--- config.mk ---
export PLATFORM = sky130hd
export DESIGN_NAME = pbsi_ctrl
export DESIGN_NICKNAME = d
export VERILOG_FILES = /design/src/hw/rtl/pbsi_pkg.sv /design/src/hw/rtl/pbsi_ctrl.sv
export SDC_FILE = /design/constraint.sdc
export NUM_CORES = 1
export LEC_CHECK = 0
export BUFFER_PORTS_ARGS = -buffer_cell sky130_fd_sc_hd__buf_4
export CORE_AREA = 2 2 39 41
export DETAILED_ROUTE_END_ITERATION = 8
export DIE_AREA = 0 0 41 43
export PLACE_DENSITY = 0.31
export SLEW_MARGIN = 25
export SYNTH_ARGS = -nofsm -noshare
export SYNTH_HDL_FRONTEND = slang
export SYNTH_SLANG_ARGS = --single-unit
--- constraint.sdc ---
create_clock -name clk -period 1.4 [get_ports clk]
set_input_delay 0.14 -clock clk [delete_from_list [all_inputs] [get_ports clk]]
set_output_delay 0.14 -clock clk [all_outputs]
set_load 0.02 [all_outputs]
--- src/hw/rtl/pbsi_pkg.sv ---
// ----------------------------------------------------------------------------
// pbsi_pkg: shared types and constants
// Kinds, status codes and the control struct for the bitmap stream iterator.
// ----------------------------------------------------------------------------
package pbsi_pkg;

  localparam int MAX_STREAMS_DEF  = 256;
  localparam int BITMAP_WORDS_DEF = 4;
  localparam int TAG_BITS_DEF     = 16;
  localparam int PRIO_BITS        = 8;
  localparam int KIND_BITS        = 3;
  localparam int STATUS_BITS      = 2;

  localparam logic [KIND_BITS-1:0] K_CLEAR    = 3'd0;
  localparam logic [KIND_BITS-1:0] K_ADD      = 3'd1;
  localparam logic [KIND_BITS-1:0] K_FIRST    = 3'd2;
  localparam logic [KIND_BITS-1:0] K_NEXT     = 3'd3;
  localparam logic [KIND_BITS-1:0] K_DROP_HI  = 3'd4;
  localparam logic [KIND_BITS-1:0] K_DROP_NHI = 3'd5;

  localparam logic [STATUS_BITS-1:0] ST_STREAM = 2'd0;
  localparam logic [STATUS_BITS-1:0] ST_DONE   = 2'd1;
  localparam logic [STATUS_BITS-1:0] ST_ACK    = 2'd2;
  localparam logic [STATUS_BITS-1:0] ST_FULL   = 2'd3;

  typedef struct packed {
    logic                   load;
    logic                   find_b;
    logic                   read_slot;
    logic                   exec;
  } pbsi_cmd_t;

endpackage

--- src/hw/rtl/pbsi_ctrl.sv ---
// ----------------------------------------------------------------------------
// pbsi_ctrl: controller
// Sequences load, second search, slot read, execute and result hand-off.
// ----------------------------------------------------------------------------
module pbsi_ctrl (
  input  logic               clk,
  input  logic               rst_n,
  input  logic               in_fire,
  input  logic               out_fire,
  output logic               in_ready,
  output logic               out_valid,
  output pbsi_pkg::pbsi_cmd_t cmd
);
  import pbsi_pkg::*;

  localparam logic [2:0] S_IDLE   = 3'd0;
  localparam logic [2:0] S_FINDB  = 3'd1;
  localparam logic [2:0] S_RDSLOT = 3'd2;
  localparam logic [2:0] S_EXEC   = 3'd3;
  localparam logic [2:0] S_OUT    = 3'd4;

  logic [2:0] state_r, state_nxt;

  always_comb begin
    state_nxt = state_r;
    case (state_r)
      S_IDLE: if (in_fire) state_nxt = S_FINDB;
      S_FINDB: state_nxt = S_RDSLOT;
      S_RDSLOT: state_nxt = S_EXEC;
      S_EXEC: state_nxt = S_OUT;
      S_OUT:  if (out_fire) state_nxt = S_IDLE;
      default: state_nxt = S_IDLE;
    endcase
  end

  always_ff @(posedge clk) begin
    if (!rst_n) state_r <= S_IDLE;
    else state_r <= state_nxt;
  end

  assign in_ready      = (state_r == S_IDLE);
  assign out_valid     = (state_r == S_OUT);
  assign cmd.load      = in_fire;
  assign cmd.find_b    = (state_r == S_FINDB);
  assign cmd.read_slot = (state_r == S_RDSLOT);
  assign cmd.exec      = (state_r == S_EXEC);
endmodule

After elaboration in Yosys (flattened, before gate mapping)
Cells that the tools add are included.
{"block": "totals", "reg_bits": 3, "word_cells": 12}
{"block": "classes", "n_eq_ne": 6, "muxes": 3, "reduce_logical": 2}
{"operator": "3-bit case mux with 5 select lines", "count": 1}
{"operator": "3-bit by 2-bit == test with 1-bit output (second input constant)", "count": 2}
{"operator": "3-bit 2-to-1 mux", "count": 2}
{"operator": "2-bit != test (second input constant)", "count": 2}
{"operator": "3-bit by 1-bit == test with 1-bit output (second input constant)", "count": 1}
{"operator": "3-bit == test (second input constant)", "count": 1}
{"operator": "3-bit logical NOT", "count": 1}
{"operator": "2-bit AND reduction", "count": 1}

Depth between registers and ports, before layout
Gate-level depths: netlist of the first run.
{"block": "logic_depth", "ltp_word": 3, "ltp_mapped": 2, "mapped_depth_nobuf": 2}

Worst setup path after synthesis of the first run
Ideal clock, no wire load.
{"block": "synth_path", "path_kind": "flip-flop to output port", "from": "register state_r[0]", "to": "output cmd[2] (netlist name)", "t_arrival_ps": 966, "slack_ps": 294, "stages_incl_launch_ff": 2, "n_path_buf": 0, "path_cell_list": "dfxtp_1 nor3b_1"}
{"item": "from (decl)", "line": "pbsi_ctrl.sv:22", "text": "logic [2:0] state_r, state_nxt;"}
{"item": "from (signal assigned)", "line": "pbsi_ctrl.sv:38", "text": "else state_r <= state_nxt;"}
{"item": "to (decl)", "line": "pbsi_ctrl.sv:12", "text": "output pbsi_pkg::pbsi_cmd_t cmd"}

==> metrics.txt, run 1 <==
Top reg by flops state_r; antenna violations before repair 0; status finished, final reports clean; wire length per cell slightly above 8 microns; reg2reg start state_r[2]; die area ~1800 sq um; share of the synthesized area in the top cell type 37.50%; Synth Instances 16; post-synthesis cell area 160.2 sq um; worst vdd ir between 0.0003 and 0.0004 V; TritonCTS clock tree built; Cell Chain, Critical Path nor3b_1 -> buf_4; vias between 100 and 150; Max clock buf depth 2; Final Power about 0.00033 W; # clock sinks 3; Initial Utilization between 10% and 20%; Ant. Diodes 0; Synth warnings 0; Syn Nets 20; reg2reg path depth 2; Largest delay share family, worst path flip-flops; fillers between 150 and 200; clk_skew between 2 and 3 ps; flip-flop count of the largest register after layout 3; DRT Wirelength approximately 350 microns; Final GP Congestion a little over 0.5; GRT Residual Overflow 0; share of post-route cells with drive strength above 1 approximately half; Placement Cell Area approximately 230 sq um; first-pass GRT wire length roughly 560 microns; type of the most critical hold path in2reg; # setup viols final 0; H-tree depth 1; reg-to-reg endpoint state_r[2]; largest net degree at the start of global routing 8; hold path depth 2; vias in the first global route 136; Hold Buf Count CTS 0; Final Max Tran Viols 0; Cell Rows 14; P per Cell Area ~1300 nW/um^2; DRT Pass-1 Iters 1; Die Width about 41 microns; most common cell after layout, fill and taps aside buf_4; cell taking the most area after synthesis dfxtp_1; Leakage Power ~0.11 nW; Slew HR 82.85%; Final Critical Period between 1000 and 1500 ps; endpoints failing hold 0; unrepaired setup endpoints after global routing false; root buf cell clkbuf_4; DP HPWL 265.6 microns; Largest regs state_r (3); HP Start rst_n; CTS resizes 0; top post-synthesis cells by area dfxtp_1 (38%), nor3b_1 (14%), buf_4 (9.4%), nor3b_2 (7.8%), a22o_1 (5.5%); Skew-Pair Late Insertion Delay 230 ps; Seq/Total Area, Yosys 37.50%; Overall Global Routing Usage ~4.7%; Final #Nets 32; critical path capture point type output pin; CORE AREA between 1000 and 1500 sq um; Max Cap Viol 0; Final Cycle Share around 87%; WHS Endpoint state_r[2]; Crit Path Category reg2out; Crit-path slowest cell dfxtp_1; post-synthesis cell type count 11; flops & latches, synth 3; post-place setup slack ~400 ps; final setup margin 185.4 ps; fmax between 800 and 900 MHz; drc violations 0; PortBufs 9; data required time at the worst endpoint 1260 ps; Detailed Route Iter0 Violations 0; syn avg cell area about 10 sq um; TritonCTS buffer count 3; CP Data Arrival Time approximately 1100 ps; Final Cell Area 259.0 sq um; Layout area overhead 61.72%; Routed Antenna Nets 0; Worst-Margin Slew roughly 260 ps; total setup buffers inserted after CTS 0; Via density around 3.4; count of buffer and inverter cells on the critical path 1; clk slew on worst S/H paths 40 ps; Critical Path Start Type register; CP peak stage delay between 400 and 500 ps; Die H 43 microns; Ports 10; most used cells in the layout excluding fill and tap cells buf_4 (9), nor3b_1 (3), clkbuf_4 (3), dfxtp_1 (3); CP Max Fanout 7; flop-to-flop setup slack approximately 410 ps; Setup TNS Final 0 ps
## synthesized netlist by cell type
cell type	number
dfxtp_1	3
nor3b_1	3
buf_4	2
a22o_1	1
and3b_1	1
nor2_1	1
nor2b_1	1
nor3_1	1
nor3b_2	1
nor4b_1	1
xnor2_1	1
## routing by layer
metal / part of all wire (%) / track usage [%]
met2: 42 / 5.000
met5: 0 / 0
met3: 10 / 3.141
met4: 0 / 2.000
met1: 47 / 7.051
## stage by stage
step | hold WS, ps | util [%] | std cells
after floorplan | 272.6 | - | 16
after global placement | 396.1 | 16.82 | 39
after detailed placement | 389.5 | 16.82 | 39
after CTS | 154.9 | 18.72 | 43
after global routing | 174.9 | 18.72 | 43
final | 159.9 | 18.72 | 43
## cells by family after synthesis
family / count (synthesis) / synth area share [%]
xor+xnor: 1 / 5.470
simple gates: 9 / 42.18
flops: 3 / 37.50
buf+inv: 2 / 9.372
compound gates: 1 / 5.470
## report_power, final
group | internal (W) | switching, W | total [W]
clock network | 0.000106 | 0.0000402 | 0.000147
registers | 0.0000938 | 0.0000151 | 0.000109
logic | 0.0000402 | 0.0000360 | 0.0000762
total | 0.000241 | 0.0000914 | 0.000332
## how the worst max path moves through the flow
| stage | start | end | slack (ps) | cells after the start |
|---|---|---|---|---|
| 2_1_floorplan | state_r[0] | cmd[2] | 290 | 1 |
| 3_3_place_gp | state_r[2] | state_r[2] | 410 | 2 |
| 3_5_place_dp | state_r[0] | cmd[2] | 400 | 2 |
| 4_1_cts | state_r[0] | cmd[2] | 160 | 2 |
| 5_1_grt | state_r[1] | cmd[1] | 100 | 2 |
| 6_report | state_r[0] | cmd[2] | 190 | 2 |
## final cells by class
class | instances | area [sq um] | share of cell area, %
clock buffers | 4 | 26.28 | 10.14
multi-input cells | 11 | 85.08 | 32.85
flip-flops and latches | 3 | 60.06 | 23.19
well taps | 16 | 20.02 | 7.729
repair buffers | 9 | 67.56 | 26.09
Power figures use the tool's default switching activity.
==> run 2: changes to the inputs <==
--- a/config.mk
+++ b/config.mk
@@ -7,9 +7,10 @@
 export LEC_CHECK = 0
 export BUFFER_PORTS_ARGS = -buffer_cell sky130_fd_sc_hd__buf_4
 export CORE_AREA = 2 2 39 41
+export CTS_CLUSTER_SIZE = 14
 export DETAILED_ROUTE_END_ITERATION = 8
 export DIE_AREA = 0 0 41 43
-export PLACE_DENSITY = 0.31
+export PLACE_DENSITY = 0.32
 export SLEW_MARGIN = 25
 export SYNTH_ARGS = -nofsm -noshare
 export SYNTH_HDL_FRONTEND = slang
==> constraint.sdc (replaced) <==
create_clock -name clk -period 1 [get_ports clk]
set_input_delay 0.1 -clock clk [delete_from_list [all_inputs] [get_ports clk]]
set_output_delay 0.1 -clock clk [all_outputs]
set_load 0.05 [all_outputs]
==> metrics.txt, run 2 (synthesis gave the netlist of run 1 again) <==
status finished, violations left (was finished, final reports clean); failing checks setup timing; flip-flop count of the largest register after layout 3 (unchanged); vias in the first global route 186 (was 136); Inst Count DP 40 (was 39); Cell Rows 14 (unchanged); PortBufs 9 (unchanged); Top reg by flops state_r (unchanged); Final Power 0.0005946 W (was 0.0003319 W); Max Cap Viol 0 (unchanged); Skew-Pair Late Insertion Delay 230 ps (about the same); H-tree depth 1 (unchanged); most used cells in the layout excluding fill and tap cells buf_4 (7), buf_6 (5), nor3b_4 (3), clkbuf_4 (3), dfxtp_4 (3) (was buf_4 (9), nor3b_1 (3), clkbuf_4 (3), dfxtp_1 (3)); Worst-Margin Slew 228.8 ps (was 256.9 ps); endpoints failing hold 0 (unchanged); Critical Path Start Type register (unchanged); drc violations 0 (unchanged); Die H 43 microns (unchanged); Ports 10 (unchanged); antenna violations before repair 0 (unchanged); Leakage Power 0.1499 nW (was 0.1133 nW); share of post-route cells with drive strength above 1 77.42% (was 48.15%); Final Critical Period ~1100 ps; type of the most critical hold path in2reg (unchanged); TritonCTS clock tree built (unchanged); critical path capture point type output pin (unchanged); Core Util, Final 26.58% (was 18.72%); vias 174 (was 147); Final #Nets 36 (was 32); final setup margin -146.9 ps (was 185.4 ps); # clock sinks 3 (unchanged); # setup viols final 5 (was 0); Initial Utilization 11.57% (unchanged); fmax between 800 and 900 MHz; Detailed Route Iter0 Violations 0 (unchanged); Final GP Congestion 0.6498 (was 0.5164); Overall Global Routing Usage 6.024% (was 4.714%); Via density 3.702 (was 3.419); root buf cell clkbuf_4 (unchanged); Die Width 41 microns (unchanged); CP Max Fanout 6 (was 7); die area 1763 sq um (unchanged); Max clock buf depth 2 (unchanged); CP Data Arrival Time 1050 ps (was 1070 ps); first-pass GRT wire length 696 microns (was 558 microns); DRT Pass-1 Iters 1 (unchanged); Layout area overhead 129.7% (was 61.72%); Largest regs state_r (3) (unchanged); Crit Path Category reg2out (unchanged); Hold Buf Count CTS 0 (unchanged); final hold slack 138.3 ps (was 159.9 ps); CORE AREA 1384 sq um (unchanged); P per Cell Area 1616 nW/um^2 (was 1282 nW/um^2); unrepaired setup endpoints after global routing true (was false); Routed Antenna Nets 0 (unchanged); wire length per cell 8.851 microns (was 8.163 microns); clk slew on worst S/H paths 30 ps (was 40 ps); post-route insts no fill 47 (was 43); fillers 154 (was 168); DRT Wirelength 416 microns (was 351 microns); Slew HR 84.53% (was 82.85%); clk_skew 1.065 ps (was 2.858 ps); data required time at the worst endpoint 900 ps (was 1260 ps); largest net degree at the start of global routing 8 (unchanged); Final Max Tran Viols 0 (unchanged); most common cell after layout, fill and taps aside buf_4 (unchanged); TritonCTS buffer count 3 (unchanged); worst vdd ir 0.0005630 V (was 0.0003593 V); Ant. Diodes 0 (unchanged); DP HPWL 334.1 microns (was 265.6 microns); GRT Residual Overflow 0 (unchanged); Final Cycle Share 114.7%
[run 2: final timing paths]
check	from	endpoint	slack (ps)	cells after the start
hold / removal	rst_n	state_r[2]	140	2
hold reg to reg	state_r[2]	state_r[1]	500	1
setup reg to reg	state_r[2]	state_r[2]	30	2
setup / recovery	state_r[0]	in_ready	-150	3
[run 2: power breakdown]
part           switching [W]  internal, W  total (W)  leakage (nW)
clock network      0.0000555     0.000149   0.000205        0.0150
logic               0.000117     0.000111   0.000227         0.108
registers          0.0000310     0.000132   0.000163        0.0267
total               0.000203     0.000391   0.000595         0.150
[run 2: stage by stage]
stage	cell area (sq um)	setup WS [ps]	TNS, ps
floorplan	209.0	-186.6	-268.6
global placement	289.0	52.34	0
detailed placement	289.0	30.73	0
CTS	356.6	-168.3	-718.1
global route	367.9	-188.8	-844.3
finish	367.9	-146.9	-593.0
[run 2: final cells by class]
cell class / count / area [sq um] / share of cell area, %
clock buffers: 4 / 26.28 / 7.143
repair buffers: 13 / 123.9 / 33.67
well taps: 16 / 20.02 / 5.442
multi-input cells: 11 / 126.4 / 34.35
flip-flops and latches: 3 / 71.32 / 19.39
[run 2: per-layer routing]
layer	global-route usage, %	part of all wire [%]	vias up
met1	6.752	38	84
met4	6.000	0	0
met5	0	0	-
li1	-	-	86
met2	8.438	57	4
met3	1.571	4.3	0
[run 2: timing repair]
item,in CTS,in global routing
pin swaps,1,1
buffers inserted,2,1
resized for setup,8,1
endpoints found under the setup margin,5,6
[run 2: worst max-delay path, cell delays in order, from the launching register on]
cell and delay (ps):
dfxtp_4 370, buf_6 120, nor3_4 150, buf_6 180
